**src/hdl/unix_time_to_civil_datetime_assert.svh**
```systemverilog
// ----------------------------------------------------------------------------
// unix time to civil date: assertion macros
// shared property forms, clocked on clk and disabled while arst_n is low
// ----------------------------------------------------------------------------
`ifndef UNIX_TIME_TO_CIVIL_DATETIME_ASSERT_SVH
`define UNIX_TIME_TO_CIVIL_DATETIME_ASSERT_SVH

// same-cycle implication
`define UCD_ASSERT_IMP(label, ante, cons, msg) \
	label: assert property (@(posedge clk) disable iff (!arst_n) (ante) |-> (cons)) \
		else $error(msg);

// next-cycle implication
`define UCD_ASSERT_NXT(label, ante, cons, msg) \
	label: assert property (@(posedge clk) disable iff (!arst_n) (ante) |=> (cons)) \
		else $error(msg);

`endif

```
**src/hdl/ucd_pkg.sv**
```systemverilog
// ----------------------------------------------------------------------------
// ucd_pkg
// types, constants and tables shared by the unix time to civil date pipeline
// ----------------------------------------------------------------------------
`default_nettype none

package ucd_pkg;

	// 86400 = 128 * 675, so the day split divides by 675 after a shift
	localparam logic [9:0]  DAY_DIV_ODD  = 10'd675;
	localparam logic [16:0] DAY_SECONDS  = 17'd86400;
	localparam logic [11:0] HOUR_SECONDS = 12'd3600;
	localparam logic [5:0]  MIN_SECONDS  = 6'd60;
	localparam logic [23:0] DAY_SHIFT    = 24'd719468;
	localparam logic [17:0] ERA_DAYS     = 18'd146097;
	localparam logic [17:0] ERA_LAST_DAY = 18'd146096;
	localparam logic [8:0]  YEAR_DAYS    = 9'd365;

	// reciprocals: ceil(2^k / d), k chosen so the quotient is exact over the input range
	localparam logic [17:0] M_Q1    = 18'(((64'd1 << 27) + 64'd674) / 64'd675);
	localparam logic [26:0] M_Q2    = 27'(((64'd1 << 36) + 64'd674) / 64'd675);
	localparam logic [17:0] M_HOUR  = 18'(((64'd1 << 29) + 64'd3599) / 64'd3600);
	localparam logic [12:0] M_MIN   = 13'(((64'd1 << 18) + 64'd59) / 64'd60);
	localparam logic [24:0] M_ERA   = 25'(((64'd1 << 42) + 64'd146096) / 64'd146097);
	localparam logic [18:0] M_1460  = 19'(((64'd1 << 29) + 64'd1459) / 64'd1460);
	localparam logic [18:0] M_36524 = 19'(((64'd1 << 34) + 64'd36523) / 64'd36524);
	localparam logic [18:0] M_365   = 19'(((64'd1 << 27) + 64'd364) / 64'd365);
	localparam logic [11:0] M_153   = 12'(((64'd1 << 19) + 64'd152) / 64'd153);

	typedef struct packed {
		logic [23:0] days;
		logic [16:0] sod;
	} split_t;

	typedef struct packed {
		logic [4:0] hour;
		logic [5:0] minute;
		logic [5:0] second;
	} tod_t;

	typedef struct packed {
		logic [15:0] year;
		logic [3:0]  month;
		logic [4:0]  day;
		tod_t        tod;
	} civil_t;

	// first day of each march-based month within the year
	function automatic logic [8:0] month_start(input logic [3:0] mp);
		logic [8:0] r;
		case (mp)
			4'd0:    r = 9'd0;
			4'd1:    r = 9'd31;
			4'd2:    r = 9'd61;
			4'd3:    r = 9'd92;
			4'd4:    r = 9'd122;
			4'd5:    r = 9'd153;
			4'd6:    r = 9'd184;
			4'd7:    r = 9'd214;
			4'd8:    r = 9'd245;
			4'd9:    r = 9'd275;
			4'd10:   r = 9'd306;
			4'd11:   r = 9'd337;
			default: r = 9'd0;
		endcase
		return r;
	endfunction

endpackage

`default_nettype wire

```
**src/hdl/ucd_day_split.sv**
```systemverilog
// ----------------------------------------------------------------------------
// ucd_day_split
// four-stage pipeline splitting seconds into whole days and second of day
// ----------------------------------------------------------------------------
`default_nettype none
`include "unix_time_to_civil_datetime_assert.svh"

module ucd_day_split (
	input  wire logic            clk,
	input  wire logic            arst_n,
	input  wire logic            in_valid,
	output logic                 in_ready,
	input  wire logic [39:0]     in_seconds,
	output logic                 out_valid,
	input  wire logic            out_ready,
	output ucd_pkg::split_t      out_data
);

	logic vld_s1, vld_s2, vld_s3, vld_s4;
	logic rdy_s1, rdy_s2, rdy_s3, rdy_s4;

	logic [16:0] uh_s1;
	logic [15:0] ul_s1, ul_s2;
	logic [6:0]  lo_s1, lo_s2, lo_s3;
	logic [7:0]  q1_s1, q1_s2, q1_s3;
	logic [9:0]  r1_s2;
	logic [25:0] x2_s3;
	logic [15:0] q2_s3;
	logic [23:0] days_s4;
	logic [16:0] sod_s4;

	logic [34:0] prod1;
	logic [25:0] x2;
	logic [52:0] prod2;
	logic [25:0] rem2;

	assign rdy_s4   = !vld_s4 || out_ready;
	assign rdy_s3   = !vld_s3 || rdy_s4;
	assign rdy_s2   = !vld_s2 || rdy_s3;
	assign rdy_s1   = !vld_s1 || rdy_s2;
	assign in_ready = rdy_s1;

	// seconds >> 7, upper 17 bits, divided by 675
	assign prod1 = 35'(in_seconds[39:23]) * 35'(ucd_pkg::M_Q1);
	// remainder joined with the lower 16 bits, divided by 675
	assign x2    = {r1_s2, ul_s2};
	assign prod2 = 53'(x2) * 53'(ucd_pkg::M_Q2);
	assign rem2  = x2_s3 - 26'(q2_s3) * 26'(ucd_pkg::DAY_DIV_ODD);

	always_ff @(posedge clk or negedge arst_n) begin
		if (!arst_n) begin
			vld_s1 <= 1'b0;
			vld_s2 <= 1'b0;
			vld_s3 <= 1'b0;
			vld_s4 <= 1'b0;
		end else begin
			if (rdy_s1) vld_s1 <= in_valid;
			if (rdy_s2) vld_s2 <= vld_s1;
			if (rdy_s3) vld_s3 <= vld_s2;
			if (rdy_s4) vld_s4 <= vld_s3;
		end
	end

	always_ff @(posedge clk) begin
		if (rdy_s1 && in_valid) begin
			uh_s1 <= in_seconds[39:23];
			ul_s1 <= in_seconds[22:7];
			lo_s1 <= in_seconds[6:0];
			q1_s1 <= prod1[27 +: 8];
		end
		if (rdy_s2 && vld_s1) begin
			r1_s2 <= 10'(uh_s1 - 17'(q1_s1) * 17'(ucd_pkg::DAY_DIV_ODD));
			q1_s2 <= q1_s1;
			ul_s2 <= ul_s1;
			lo_s2 <= lo_s1;
		end
		if (rdy_s3 && vld_s2) begin
			x2_s3 <= x2;
			q2_s3 <= prod2[36 +: 16];
			q1_s3 <= q1_s2;
			lo_s3 <= lo_s2;
		end
		if (rdy_s4 && vld_s3) begin
			days_s4 <= {q1_s3, q2_s3};
			sod_s4  <= {rem2[9:0], lo_s3};
		end
	end

	assign out_valid     = vld_s4;
	assign out_data.days = days_s4;
	assign out_data.sod  = sod_s4;

	`UCD_ASSERT_IMP(a_r1_range, vld_s2, r1_s2 < ucd_pkg::DAY_DIV_ODD, "first remainder too large")
	`UCD_ASSERT_IMP(a_sod_range, vld_s4, sod_s4 < ucd_pkg::DAY_SECONDS, "second of day too large")
	`UCD_ASSERT_NXT(a_s1_hold, vld_s1 && !rdy_s2, vld_s1, "stalled stage dropped its item")

endmodule

`default_nettype wire

```
**src/hdl/ucd_civil.sv**
```systemverilog
// ----------------------------------------------------------------------------
// ucd_civil
// nine-stage pipeline: day count to year, month, day; second of day to h:m:s
// ----------------------------------------------------------------------------
`default_nettype none
`include "unix_time_to_civil_datetime_assert.svh"

module ucd_civil (
	input  wire logic            clk,
	input  wire logic            arst_n,
	input  wire logic            in_valid,
	output logic                 in_ready,
	input  wire ucd_pkg::split_t in_data,
	output logic                 out_valid,
	input  wire logic            out_ready,
	output ucd_pkg::civil_t      out_data
);

	logic vld_s1, vld_s2, vld_s3, vld_s4, vld_s5, vld_s6, vld_s7, vld_s8, vld_s9;
	logic rdy_s1, rdy_s2, rdy_s3, rdy_s4, rdy_s5, rdy_s6, rdy_s7, rdy_s8, rdy_s9;

	logic [23:0] z_s1, z_s2;
	logic [16:0] sod_s1;
	logic [4:0]  hour_s1, hour_s2, hour_s3;
	logic [6:0]  era_s2, era_s3, era_s4, era_s5, era_s6;
	logic [11:0] rm_s2, rm_s3;
	logic [17:0] doe_s3, doe_s4, doe_s5, doe_s6;
	logic [5:0]  min_s3;
	logic [6:0]  a_s4;
	logic [2:0]  b_s4;
	logic        c_s4;
	logic [17:0] x_s5;
	logic [8:0]  yoe_s6;
	logic [8:0]  doy_s7, doy_s8;
	logic [15:0] ybase_s7, ybase_s8;
	logic [3:0]  mp_s8;
	logic [15:0] year_s9;
	logic [3:0]  month_s9;
	logic [4:0]  day_s9;
	ucd_pkg::tod_t tod_s4, tod_s5, tod_s6, tod_s7, tod_s8, tod_s9;

	logic [34:0] prod_hour;
	logic [48:0] prod_era;
	logic [24:0] prod_min;
	logic [36:0] prod_a, prod_b, prod_yoe;
	logic [23:0] doe_full;
	logic [11:0] sec_full;
	logic [1:0]  cent;
	logic [17:0] yoe_days;
	logic [10:0] mp_num;
	logic [22:0] prod_mp;
	logic [8:0]  dd_full;
	logic [3:0]  mm;

	assign rdy_s9   = !vld_s9 || out_ready;
	assign rdy_s8   = !vld_s8 || rdy_s9;
	assign rdy_s7   = !vld_s7 || rdy_s8;
	assign rdy_s6   = !vld_s6 || rdy_s7;
	assign rdy_s5   = !vld_s5 || rdy_s6;
	assign rdy_s4   = !vld_s4 || rdy_s5;
	assign rdy_s3   = !vld_s3 || rdy_s4;
	assign rdy_s2   = !vld_s2 || rdy_s3;
	assign rdy_s1   = !vld_s1 || rdy_s2;
	assign in_ready = rdy_s1;

	// time of day
	assign prod_hour = 35'(in_data.sod) * 35'(ucd_pkg::M_HOUR);
	assign prod_min  = 25'(rm_s2) * 25'(ucd_pkg::M_MIN);
	assign sec_full  = rm_s3 - 12'(min_s3) * 12'(ucd_pkg::MIN_SECONDS);

	// era and day of era
	assign prod_era = 49'(z_s1) * 49'(ucd_pkg::M_ERA);
	assign doe_full = z_s2 - 24'(era_s2) * 24'(ucd_pkg::ERA_DAYS);

	// leap corrections inside the era, then year of era
	assign prod_a   = 37'(doe_s3) * 37'(ucd_pkg::M_1460);
	assign prod_b   = 37'(doe_s3) * 37'(ucd_pkg::M_36524);
	assign prod_yoe = 37'(x_s5) * 37'(ucd_pkg::M_365);

	// whole centuries in the year of era, at most three
	always_comb begin
		if (yoe_s6 >= 9'd300)      cent = 2'd3;
		else if (yoe_s6 >= 9'd200) cent = 2'd2;
		else if (yoe_s6 >= 9'd100) cent = 2'd1;
		else                       cent = 2'd0;
	end

	assign yoe_days = 18'(yoe_s6) * 18'(ucd_pkg::YEAR_DAYS) + 18'(yoe_s6[8:2]) - 18'(cent);

	// march-based month index
	assign mp_num  = 11'(doy_s7) * 11'd5 + 11'd2;
	assign prod_mp = 23'(mp_num) * 23'(ucd_pkg::M_153);

	assign dd_full = doy_s8 - ucd_pkg::month_start(mp_s8) + 9'd1;
	assign mm      = (mp_s8 < 4'd10) ? mp_s8 + 4'd3 : mp_s8 - 4'd9;

	always_ff @(posedge clk or negedge arst_n) begin
		if (!arst_n) begin
			vld_s1 <= 1'b0;
			vld_s2 <= 1'b0;
			vld_s3 <= 1'b0;
			vld_s4 <= 1'b0;
			vld_s5 <= 1'b0;
			vld_s6 <= 1'b0;
			vld_s7 <= 1'b0;
			vld_s8 <= 1'b0;
			vld_s9 <= 1'b0;
		end else begin
			if (rdy_s1) vld_s1 <= in_valid;
			if (rdy_s2) vld_s2 <= vld_s1;
			if (rdy_s3) vld_s3 <= vld_s2;
			if (rdy_s4) vld_s4 <= vld_s3;
			if (rdy_s5) vld_s5 <= vld_s4;
			if (rdy_s6) vld_s6 <= vld_s5;
			if (rdy_s7) vld_s7 <= vld_s6;
			if (rdy_s8) vld_s8 <= vld_s7;
			if (rdy_s9) vld_s9 <= vld_s8;
		end
	end

	always_ff @(posedge clk) begin
		if (rdy_s1 && in_valid) begin
			z_s1    <= in_data.days + ucd_pkg::DAY_SHIFT;
			sod_s1  <= in_data.sod;
			hour_s1 <= prod_hour[29 +: 5];
		end
		if (rdy_s2 && vld_s1) begin
			z_s2    <= z_s1;
			era_s2  <= prod_era[42 +: 7];
			hour_s2 <= hour_s1;
			rm_s2   <= 12'(sod_s1 - 17'(hour_s1) * 17'(ucd_pkg::HOUR_SECONDS));
		end
		if (rdy_s3 && vld_s2) begin
			doe_s3  <= doe_full[17:0];
			era_s3  <= era_s2;
			hour_s3 <= hour_s2;
			rm_s3   <= rm_s2;
			min_s3  <= prod_min[18 +: 6];
		end
		if (rdy_s4 && vld_s3) begin
			doe_s4        <= doe_s3;
			era_s4        <= era_s3;
			a_s4          <= prod_a[29 +: 7];
			b_s4          <= prod_b[34 +: 3];
			c_s4          <= (doe_s3 == ucd_pkg::ERA_LAST_DAY);
			tod_s4.hour   <= hour_s3;
			tod_s4.minute <= min_s3;
			tod_s4.second <= sec_full[5:0];
		end
		if (rdy_s5 && vld_s4) begin
			doe_s5 <= doe_s4;
			era_s5 <= era_s4;
			x_s5   <= doe_s4 - 18'(a_s4) + 18'(b_s4) - 18'(c_s4);
			tod_s5 <= tod_s4;
		end
		if (rdy_s6 && vld_s5) begin
			doe_s6 <= doe_s5;
			era_s6 <= era_s5;
			yoe_s6 <= prod_yoe[27 +: 9];
			tod_s6 <= tod_s5;
		end
		if (rdy_s7 && vld_s6) begin
			doy_s7   <= 9'(doe_s6 - yoe_days);
			ybase_s7 <= 16'(era_s6) * 16'd400 + 16'(yoe_s6);
			tod_s7   <= tod_s6;
		end
		if (rdy_s8 && vld_s7) begin
			doy_s8   <= doy_s7;
			mp_s8    <= prod_mp[19 +: 4];
			ybase_s8 <= ybase_s7;
			tod_s8   <= tod_s7;
		end
		if (rdy_s9 && vld_s8) begin
			// january and february belong to the next calendar year
			year_s9  <= ybase_s8 + 16'(mm <= 4'd2);
			month_s9 <= mm;
			day_s9   <= dd_full[4:0];
			tod_s9   <= tod_s8;
		end
	end

	assign out_valid      = vld_s9;
	assign out_data.year  = year_s9;
	assign out_data.month = month_s9;
	assign out_data.day   = day_s9;
	assign out_data.tod   = tod_s9;

	`UCD_ASSERT_IMP(a_doe_range, vld_s3, doe_s3 < ucd_pkg::ERA_DAYS, "day of era out of range")
	`UCD_ASSERT_IMP(a_doy_range, vld_s7, doy_s7 < 9'd366, "day of year out of range")
	`UCD_ASSERT_IMP(a_tod_range, vld_s4, (tod_s4.hour < 5'd24) && (tod_s4.minute < 6'd60) && (tod_s4.second < 6'd60), "time of day out of range")

endmodule

`default_nettype wire

```
**src/hdl/unix_time_to_civil_datetime.sv**
```systemverilog
// ----------------------------------------------------------------------------
// unix_time_to_civil_datetime
// converts seconds since 1970-01-01 utc to gregorian date and time of day
// ----------------------------------------------------------------------------
// usage
//   s_axis carries one 40-bit unsigned second count per transfer; m_axis
//   returns one transfer per input with year, month, day, hour, minute and
//   second, in input order.
//   the path is a 13-stage pipeline: 4 stages split off whole days and the
//   second of day (division by 86400 as a shift and two reciprocal products),
//   9 stages work out era, year of era, day of year and month while the time
//   of day is split alongside. one transfer is taken every cycle while
//   m_axis keeps taking results.
//   each stage holds its own valid bit and is ready when empty or when the
//   stage after it moves, so bubbles close up and inputs keep flowing while
//   a result waits on m_axis.
//   when m_axis_tready stays low the pipeline fills and s_axis_tready drops
//   after the empty stages are used; no transfer is lost or repeated.
//   arst_n empties every stage; there is no other state.
// ----------------------------------------------------------------------------
`default_nettype none

module unix_time_to_civil_datetime (
	input  wire logic        clk,
	input  wire logic        arst_n,
	input  wire logic        s_axis_tvalid,
	output logic             s_axis_tready,
	input  wire logic [39:0] s_axis_tdata,  // [39:0] unix_seconds
	output logic             m_axis_tvalid,
	input  wire logic        m_axis_tready,
	// [15:0] year, [19:16] month, [24:20] day, [29:25] hour,
	// [35:30] minute, [41:36] second, [47:42] zero
	output logic [47:0]      m_axis_tdata
);

	ucd_pkg::split_t split_data;
	ucd_pkg::civil_t civil_data;
	logic            split_valid;
	logic            split_ready;

	ucd_day_split u_split (
		.clk        (clk),
		.arst_n     (arst_n),
		.in_valid   (s_axis_tvalid),
		.in_ready   (s_axis_tready),
		.in_seconds (s_axis_tdata),
		.out_valid  (split_valid),
		.out_ready  (split_ready),
		.out_data   (split_data)
	);

	ucd_civil u_civil (
		.clk       (clk),
		.arst_n    (arst_n),
		.in_valid  (split_valid),
		.in_ready  (split_ready),
		.in_data   (split_data),
		.out_valid (m_axis_tvalid),
		.out_ready (m_axis_tready),
		.out_data  (civil_data)
	);

	assign m_axis_tdata = {6'd0, civil_data.tod.second, civil_data.tod.minute,
		civil_data.tod.hour, civil_data.day, civil_data.month, civil_data.year};

endmodule

`default_nettype wire

```
**config.mk**
```make
export PLATFORM = sky130hd
export DESIGN_NAME = unix_time_to_civil_datetime
export DESIGN_NICKNAME = d
export VERILOG_FILES = /design/src/hdl/ucd_pkg.sv /design/src/hdl/ucd_day_split.sv /design/src/hdl/ucd_civil.sv /design/src/hdl/unix_time_to_civil_datetime.sv
export VERILOG_INCLUDE_DIRS = /design/src /design/src/hdl
export SDC_FILE = /design/constraint.sdc
export NUM_CORES = 2
export LEC_CHECK = 0
export ABC_AREA = 1
export ABC_CLOCK_PERIOD_IN_PS = 6800
export BUFFER_PORTS_ARGS = -buffer_cell sky130_fd_sc_hd__buf_2
export CAP_MARGIN = 20
export CORE_UTILIZATION = 30
export CTS_CLUSTER_DIAMETER = 40
export DETAILED_ROUTE_END_ITERATION = 8
export HOLD_SLACK_MARGIN = 0.15
export MAX_ROUTING_LAYER = met4
export PLACE_DENSITY_LB_ADDON = 0.2
export SYNTH_ARGS = -nofsm -noshare
export SYNTH_HDL_FRONTEND = slang
export SYNTH_SLANG_ARGS = --single-unit
```
**constraint.sdc**
```tcl
create_clock -name clk -period 6.8 [get_ports clk]
set_input_delay 1.36 -clock clk [delete_from_list [all_inputs] [get_ports clk]]
set_output_delay 1.36 -clock clk [all_outputs]
set_load 0.02 [all_outputs]
```
After elaboration in Yosys (flattened, before gate mapping)
Memories as Yosys holds them, arrays and structs flattened. A register that Yosys moved wholly into a read port is not among the register bits.
Cells that the tools add are included.

storage, ports and cells
  flip-flop bits (word level) = 574
  memory bits (read-only) = 144
  input bits = 44
  memories = 1

operators by class
  add/sub/neg operators = 19
  multiply operators = 17
  $lt $le $gt $ge = 5
  eq/ne operators = 1
  multiplexer cells = 5
  reductions and logical operators = 39

memories
  name              words  bits a word  read ports  clocked after memory_dff  wr ports  line           source
  (name not given)  16     9            1           1                         0         ucd_pkg.sv:51  case (mp)

operator list
  operator                count
  $mul 18x16->33 const B  2
  $mul 26x27->52 const B  1
  $mul 24x24->48 const B  1
  $mul 18x19->37 const B  1
  $mul 17x17->34 const B  1
  $mul 17x18->34 const B  1
  $add 24x20->24 const B  1
  $mul 11x12->23 const B  1
  $mul 12x12->23 const B  1
  $sub 10x10->10          2
  $add 18x3->18           1
  $eq 18x18->1 const B    1
  $mul 7x18->18 const B   1
  $sub 18x1->18           1
  $sub 18x18->18          1
  $sub 18x7->18           1
  $add 16x1->16           1
  $add 16x9->16           1
  $mul 16x10->10 const B  1
  $logic_and 1x1->1       13
  $logic_not 1->1         13
  $logic_or 1x1->1        13
  $mul 7x5->12 const B    1
  $sub 12x12->12          1
  other kinds (22)        24

Longest topological paths before layout
  depth in word-level cells = 15
  mapped depth = 39
  depth with buffers taken out = 39

By module
From an unflattened synthesis, not the netlist that was laid out.

second synthesis, totals
  cells, all modules = 7848
  area total of the unflattened synthesis = 78774.3 sq um

by module, submodules not included
  module                       times used  cells an instance  area an instance (sq um)  sequential area each (sq um)
  ucd_civil                    1           5407               55175.4                   12246.7
  ucd_day_split                1           2434               23550.1                   5024.8
  unix_time_to_civil_datetime  1           7                  48.8                      0.0

Worst setup path after synthesis
No wires, ideal clock.

  kind = reg-to-reg
  start point = register u_civil.doy_s7[1]
  end point = register (tool-made name)
  library setup time = 0.113 ns
  data arrival time = 6.112 ns
  path slack = 0.575 ns
  stages on the path, launching flop included = 36
  buffers on the path = 0
  clock period less this slack = 6.225 ns
  cells stage by stage = edfxtp_1 ha_1 ha_1 nand2_1 o21ai_0 nand2_1 nand2_1 nand2_1 a21oi_1 o21ai_0 nand3b_1 nand2_1 inv_1 ha_1 inv_1 fa_1 fa_1 fa_1 fa_1 inv_1 ha_1 nand2_1 nor2_1 o21ai_0 nand2_1 nand2_1 nand3_1 xor2_1 nand2_1 o21ai_1 inv_1 ha_1 nand3_1 nand2_1 nand2_1 nand2_1

RTL lines
  item                    line              source
  start, declared         ucd_civil.sv:34   logic [8:0] doy_s7, doy_s8;
  start signal, assigned  ucd_civil.sv:163  doy_s7 <= 9'(doe_s6 - yoe_days);

==> flow_summary.yaml <==
setup_path:
  rrSetupSlack_ns: 0.42
  path_max_fanout: 3
  critPathTopFamily: "adder cells"
  cp-end-kind: "register"
  cp-start-kind: "register"
  critical_path_class: "register to register"
  crit_slowest_cell: "fa_1"
  slowest_delay_ns: 0.54
  crit_arrival_ns: 7.03
  crit_buf_inv: 5
  cp.required_ns: 7.44
  cpMostUsedCell: "nand2_1"
timing:
  fin_crit_sh: 0.939
  hold_viol_final: 0
  skew_ns: 0.0839
  fin_tns_setup_ns: 0
  fmax_mhz: 157
  rsz0062_at_grt: "false"
  drv_slew: 0
  period_minus_slack_ns: 6.38
  tightest_slew_ns: 0.861
  setup_violations: 0
  timing.slew.headroom: 0.426
synthesis:
  synthTopCellsByArea: "ha_1 (27%), fa_1 (26%), edfxtp_1 (22%), inv_1 (9.4%), nand2_1 (4.0%)"
  syn_area_mm2: 0.0780
  synthArstFlopShare: 0.0225
  avgSynthCellArea_um2: 10.1
  synthFlopType: "edfxtp_1"
  ys_types: 57
  synth_edf_count: 561
  synth_seq_cells: 579
  seq_area_frac_synth: 0.221
  postSynthCellCount: 7710
  synth.largest_area_cell: "ha_1"
  synth_top_area_share: 0.266
  yosys_warnings: 0
global_routing:
  grt_pass1_wl_um: 311000
  grt_pass1_vias: 55700
  grt_max_degree: 50
  grtUsageTotal: 0.157
  antenna_found_initial: 8
  grt_overflow: 0
clock_network:
  cts.sinks: 579
  cts_hold_buf: 0
  cts.path.max_buffers: 3
  numCtsBuffers: 90
  root_buffer: "clkbuf_16"
  clk_latency_ns: 0.74
  cts.clk_slew.worst_paths_ns: 0.06
  ctsHtreeMaxLevel: 3
  cts_tree: "built"
placement:
  dpl.hpwl_um: 171000
  place_area_mm2: 0.0834
  io_buffers: 87
  dpl.cell_count: 11300
  globalplace.congestion: 0.898
final_layout:
  layout_common_cells: "inv_1 (1958), ha_1 (1656), fa_1 (1002)"
  drive_gt1_frac: 0.0493
  final_cell_area_mm2: 0.0867
  syn2layout_area_growth_pct: 11.2
  fin_cells: 11400
  final_common_cell: "inv_1"
  final_nets: 10700
flow_run:
  maxCapViolCount: 0
drt:
  drt_pre_antenna_iters: 5
  num_vias: 50900
  wl_um: 195000
  drt-initial-drc-count: 2165
  drc_errors: 0
  drtAntennaViolNets: 0
  viasPerCell: 4.45
  wire_per_inst_um: 17.0
floorplanning:
  ios: 94
  core_area_mm2: 0.258
  fp.dieW_um: 512
  start_util: 0.303
  die_height_um: 512
  rows: 186
  die-area_mm2: 0.262
status:
  status: "finished, final reports clean"
worst_hold_path:
  hold_path.class: "register to register"
-- timing repair --
action | in CTS | in global routing
endpoints found under the hold margin | 0 | 0
buffers inserted | 0 | 1
gates resized for setup | 0 | 15
setup endpoints to repair | 0 | 5
-- synthesized netlist by cell type (16+ instances only) --
cell	number
inv_1	1962
ha_1	1656
fa_1	1002
nand2_1	836
edfxtp_1	561
a21oi_1	360
nor2_1	358
o21ai_0	200
nand3_1	179
xor2_1	136
xnor2_1	91
nand4_1	57
nor3_1	53
a21o_1	37
o21bai_1	19
o211ai_1	18
o21a_1	18
nor4_1	16
-- area by class of cell --
class                      count  area, µm²
fill                       26200     171000
clock buffer                 104       2370
antenna                        4       10.0
inverter                    1965       7380
tap                         3384       4230
clock inverter                65        830
multi-input combinational   5163      53500
sequential                   579      17300
timing repair buffer         182       1150
-- registers in the layout, indices dropped and copies added (netlist names), 16 cells and up, named ones only --
name,flops
u_civil.tod_s6,17
u_civil.ybase_s8,16
u_civil.tod_s5,17
u_civil.z_s1,24
u_civil.tod_s8,17
u_civil.x_s5,18
u_civil.tod_s4,17
u_split.days_s4,24
u_split.ul_s1,16
u_civil.doe_s4,18
u_civil.doe_s3,18
u_civil.out_data,17
u_split.q2_s3,16
u_split.ul_s2,16
u_split.sod_s4,17
u_civil.tod_s7,17
u_civil.ybase_s7,16
u_civil.z_s2,18
u_civil.year_s9,16
-- through the flow --
| stage | hold WS (ns) | utilization | setup WS (ns) |
|---|---|---|---|
| floorplan | 0.400 | - | 0.575 |
| global placement | 0.400 | 0.324 | 0.131 |
| detailed placement | 0.405 | 0.324 | 0.182 |
| CTS | 0.390 | 0.336 | 0.203 |
| global route | 0.406 | 0.337 | 0.0138 |
| finish | 0.395 | 0.337 | 0.417 |
-- metal layers --
metal | up-vias | global-route usage | part of all wire
met5 | - | - | 0
met4 | 0 | 0.0350 | 0.022
met3 | 222 | 0.0195 | 0.031
met2 | 642 | 0.256 | 0.47
met1 | 24800 | 0.206 | 0.48
li1 | 25200 | - | -
-- logic make-up (layout without fill, tap and decap cells) --
logic type	after synthesis	after routing	share of synthesized area
DFF	579	579	0.221
xor gates and xnor gates	227	227	0.0255
other	1	10	0.0000481
and+or+nand+nor	1552	1552	0.0839
adders and majority gates	2658	2658	0.523
buffers and inverters	1973	2316	0.0953
AOI/OAI and AO/OA	720	720	0.0511
-- worst reg2reg max path, delay by kind of cell, from the launching register on --
| kind | cells | cell delay [ns] |
|---|---|---|
| simple gates | 12 | 1.15 |
| buf+inv | 5 | 0.38 |
| xor+xnor | 2 | 0.39 |
| fa+ha+maj | 9 | 3.60 |
| flops | 1 | 0.42 |
| compound gates | 3 | 0.35 |
-- final timing paths --
check	startpoint	endpoint	cells after the start
max	u_civil.doy_s7[5]$_DFFE_PP_	register	31
min	u_civil.tod_s4[5]$_DFFE_PP_	u_civil.tod_s5[5]$_DFFE_PP_	0
max reg2reg	u_civil.doy_s7[5]$_DFFE_PP_	register	31
min reg2reg	u_civil.tod_s4[5]$_DFFE_PP_	u_civil.tod_s5[5]$_DFFE_PP_	0
max in group asynchronous	arst_n	u_split.vld_s1$_DFFE_PN0N_	1
min in group asynchronous	arst_n	u_split.vld_s2$_DFFE_PN0P_	1
Power is not shown: default switching activity piles up to over one toggle a cycle in this logic, so the estimate is an artifact.
